===== src/design/bsa_ram.sv =====
// Generic single-write, single-read synchronous RAM with registered read data.
module bsa_ram #(
  parameter int WIDTH  = 64,
  parameter int DEPTH  = 64,
  parameter int ADDR_W = (DEPTH > 1) ? $clog2(DEPTH) : 1
) (
  input  logic              clk,
  input  logic              we,
  input  logic [ADDR_W-1:0] waddr,
  input  logic [WIDTH-1:0]  wdata,
  input  logic [ADDR_W-1:0] raddr,
  output logic [WIDTH-1:0]  rdata
);

  logic [WIDTH-1:0] mem [DEPTH];

  always_ff @(posedge clk) begin
    if (we) begin
      mem[waddr] <= wdata;
    end
    rdata <= mem[raddr];
  end

endmodule


===== config.mk =====
export PLATFORM = sky130hd
export DESIGN_NAME = bsa_ram
export DESIGN_NICKNAME = d
export VERILOG_FILES = /design/src/design/bsa_ram.sv
export SDC_FILE = /design/constraint.sdc
export NUM_CORES = 2
export LEC_CHECK = 0
export BUFFER_PORTS_ARGS = -buffer_cell sky130_fd_sc_hd__buf_2
export CAP_MARGIN = 10
export CORE_MARGIN = 3
export CORE_UTILIZATION = 45
export CTS_CLUSTER_SIZE = 30
export DETAILED_ROUTE_END_ITERATION = 8
export PLACE_DENSITY = 0.63
export SLEW_MARGIN = 25
export SYNTH_ARGS = -nofsm -noshare
export SYNTH_HDL_FRONTEND = slang
export SYNTH_SLANG_ARGS = --single-unit

===== constraint.sdc =====
create_clock -name clk -period 15.7 [get_ports clk]
set_input_delay 1.57 -clock clk [delete_from_list [all_inputs] [get_ports clk]]
set_output_delay 1.57 -clock clk [all_outputs]
set_load 0.005 [all_outputs]

==> impl_metrics.tcl <==
set metrics [dict create \
    status "finished, final reports clean" \
    p_int_mw 18.3 \
    worstSkewPairLatency_ns 0.96 \
    worst_pin_slew_ns 1.12 \
    gp_congestion 0.773 \
    worst-path-buf-inv 4 \
    post-route-drc-count 0 \
    synth_ff_type "edfxtp_1" \
    comb_power_share 0.044 \
    cp_slowest_cell "buf_4" \
    hold_buffers 0 \
    grt_pass1_vias 76100 \
    cp-startpoint "raddr[0]" \
    fmax_ghz 0.189 \
    cpPeakStageDelay_ns 0.85 \
    netlist_area_um2 156000 \
    clkTransAtPathRegs_ns 0.06 \
    port_buffers 141 \
    drv_slew 0 \
    dpl.hpwl_um 230000 \
    final_util 0.514 \
    yosysWarnings 0 \
    cts-buffers-inserted 406 \
    path_cells "buf_12 -> buf_4 -> buf_4 -> buf_4 -> mux4_2 -> mux2i_1 -> o22ai_1 -> a31oi_1 -> a211oi_1" \
    crit_path_end "rdata[22]" \
    root_buffer "clkbuf_16" \
    dieArea_um2 355000 \
    synth_most_common_cell "edfxtp_1" \
    synthCells 6598 \
    ys_ff_latch 4160 \
    synth_top_family_by_area "multiplexers" \
    drt-total-wl_um 432000 \
    p_switching_mw 4.83 \
    arrival_ns 6.09 \
    hold_violations 0 \
    antenna_found_initial 35 \
    ios 142 \
    synthSimpleGateAreaFrac 0.0124 \
    postCtsSetupBuffers 0 \
    fin_area_um2 177000 \
    grt_first_pass_wirelength_um 606000 \
    layout-drive-gt1-share 0.284 \
    rsz0062_at_grt "no" \
    r2r_cells 5 \
    critPathMaxFanout 79 \
    wire_per_inst_um 36.2 \
    grt_overflow 0 \
    grt_start_max_net_pins 112 \
    cpMostUsedCell "buf_4" \
    synth_area_leaders "edfxtp_1 79%, mux4_2 15%, mux2i_1 0.86%, dfxtp_1 0.82%, a22oi_1 0.81%" \
    start_kind "input port" \
    slew_headroom 0.253 \
    viasPerCell 6.37 \
    peakVddDrop_uv 97.7 \
    clock_sinks 4160 \
    drt_iter0_markers 10600 \
    rr_startpoint "mem[13][18]" \
    synth_common_cells "4,096 x edfxtp_1, 1,024 x mux4_2, 170 x buf_2, 168 x a22oi_1, 140 x clkbuf_1" \
    synth_xor_area_frac 0 \
    maxCapViolCount 0 \
    switching_share 0.209 \
    core_area_um2 344000 \
    synth_compound_area_frac 0.0248 \
    end_kind "flop" \
    postRouteAntennaNets 0 \
    finalSetupViolations 0 \
    synthAdderAreaFrac 0 \
    die_w_um 595 \
    ys_types 33 \
    track_usage 0.243 \
    areaGrowthSynthToFinish_pct 13.3 \
    path_depth 9 \
    ctsHtreeMaxLevel 5 \
    path_class "in -> reg" \
    cts_tree "built" \
    die_h_um 595 \
    fin_nets 7077 \
    register_area_um2 124000 \
    clockBufferDepth 4 \
    worstHoldPathType "reg -> reg" \
    p_total_mw 23.1 \
    synth_nets 6676 \
    fillerInstances 26400 \
    pwr-share-clk 0.422 \
    final_cells 11900 \
    cp_top_family "buffers and inverters" \
    fin_tns_setup_ns 0 \
    vias 75900 \
    worst_clock_skew_ns 0.0441 \
    synth_seq_area_share 0.795 \
    dpl_cell_area_um2 163000 \
    synthMuxAreaShare 0.156 \
    syn_area_per_cell_um2 23.7 \
    firstDrtPassIters 6 \
    power.density_nw_per_um2 131 \
    cts_resized 0 \
    reg2reg_slack_ns 13.43 \
    place_inst 11100 \
    async_flop_share 0 \
    pwr-share-seq 0.534 \
    power.leakage_nw 55.0 \
    multi_input_area_um2 30800 \
    cp.required_ns 16.50 \
    synth_edf_count 4096 \
    period_share 0.337 \
    initial_core_util 0.454 \
    yosys.area.top_type_share 0.787 \
    rr_endpoint "rdata[18]" \
    rows 215 \
    yosys.area.top_type "edfxtp_1" \
    min_period_ns 5.29 \
]
layer usage:
layer | part of all wire | up-vias | wire (um) | global-route usage
met5 | 0.00016 | - | 68 | 0
met3 | 0.095 | 685 | 40800 | 0.0425
met1 | 0.39 | 41700 | 169000 | 0.345
met4 | 0.029 | 12 | 12700 | 0.0693
met2 | 0.48 | 4214 | 209000 | 0.389
li1 | - | 29300 | - | -
metrics by stage:
step | worst slack (ns) | hold slack (ns)
floorplan | 8.69 | 0.788
finish | 10.41 | 0.835
CTS | 10.32 | 0.832
global placement | 9.35 | 0.812
detailed placement | 9.29 | 0.819
global route | 9.96 | 0.885
layout by cell type (no fill, tap or decap), types with 45 or more instances in the layout:
cell,n
edfxtp_1,4096
mux4_2,1024
clkbuf_16,414
buf_4,248
a22oi_1,168
mux2i_1,135
clkbuf_1,94
buf_2,89
a22o_1,88
o22ai_1,83
clkinv_1,71
clkinv_2,69
nor2_4,65
and3_1,64
dfxtp_1,64
a211oi_1,63
nand2_1,55
nor2_1,47
nand3_1,45
worst min-delay path, delay by kind of cell (launching register included):
| family | cells | cell delay, ns |
|---|---|---|
| flops | 1 | 0.31 |
| compound gates | 1 | 0.05 |
| mux | 1 | 0.22 |
| simple gates | 2 | 0.21 |
kinds of logic (layout without fill, tap and decap cells):
group,Yosys count,count (layout)
DFF,4160,4160
and+or+nand+nor,386,386
AOI/OAI and AO/OA,504,504
muxes,1159,1159
buffers and inverters,389,1138
other,0,21
worst min-delay path by stage:
stage                      from         to  slack, ns  cells after the start
finish               mem[38][0]   rdata[0]       0.84                      4
global route         mem[37][0]   rdata[0]       0.88                      4
CTS                  mem[38][0]   rdata[0]       0.83                      4
detailed placement   mem[38][0]   rdata[0]       0.82                      4
global placement    mem[54][16]  rdata[16]       0.81                      4
floorplan           mem[30][61]  rdata[61]       0.79                      4
flip-flops by register name (all words and copies together) (netlist names):
signal,flops
mem,4096
rdata,64
power groups by stage:
stage	Combinational, mW	Clock [mW]	Sequential (mW)
finish	1.02	9.75	12.4
global route	1.08	10.3	12.4
CTS	1.02	9.88	12.4
detailed placement	1.01	0	12.6
global placement	0.994	0	12.6
floorplan	0.573	0	12.6
cell type report:
cell class,count,area share
Antenna cell,21,0.000297
Sequential cell,4160,0.702
Multi-Input combinational cell,2049,0.174
Tap cell,4557,0.0322
Clock buffer,537,0.0628
Inverter,19,0.000403
Timing Repair Buffer,363,0.0159
Clock inverter,219,0.0128
Power figures use the tool's default switching activity.
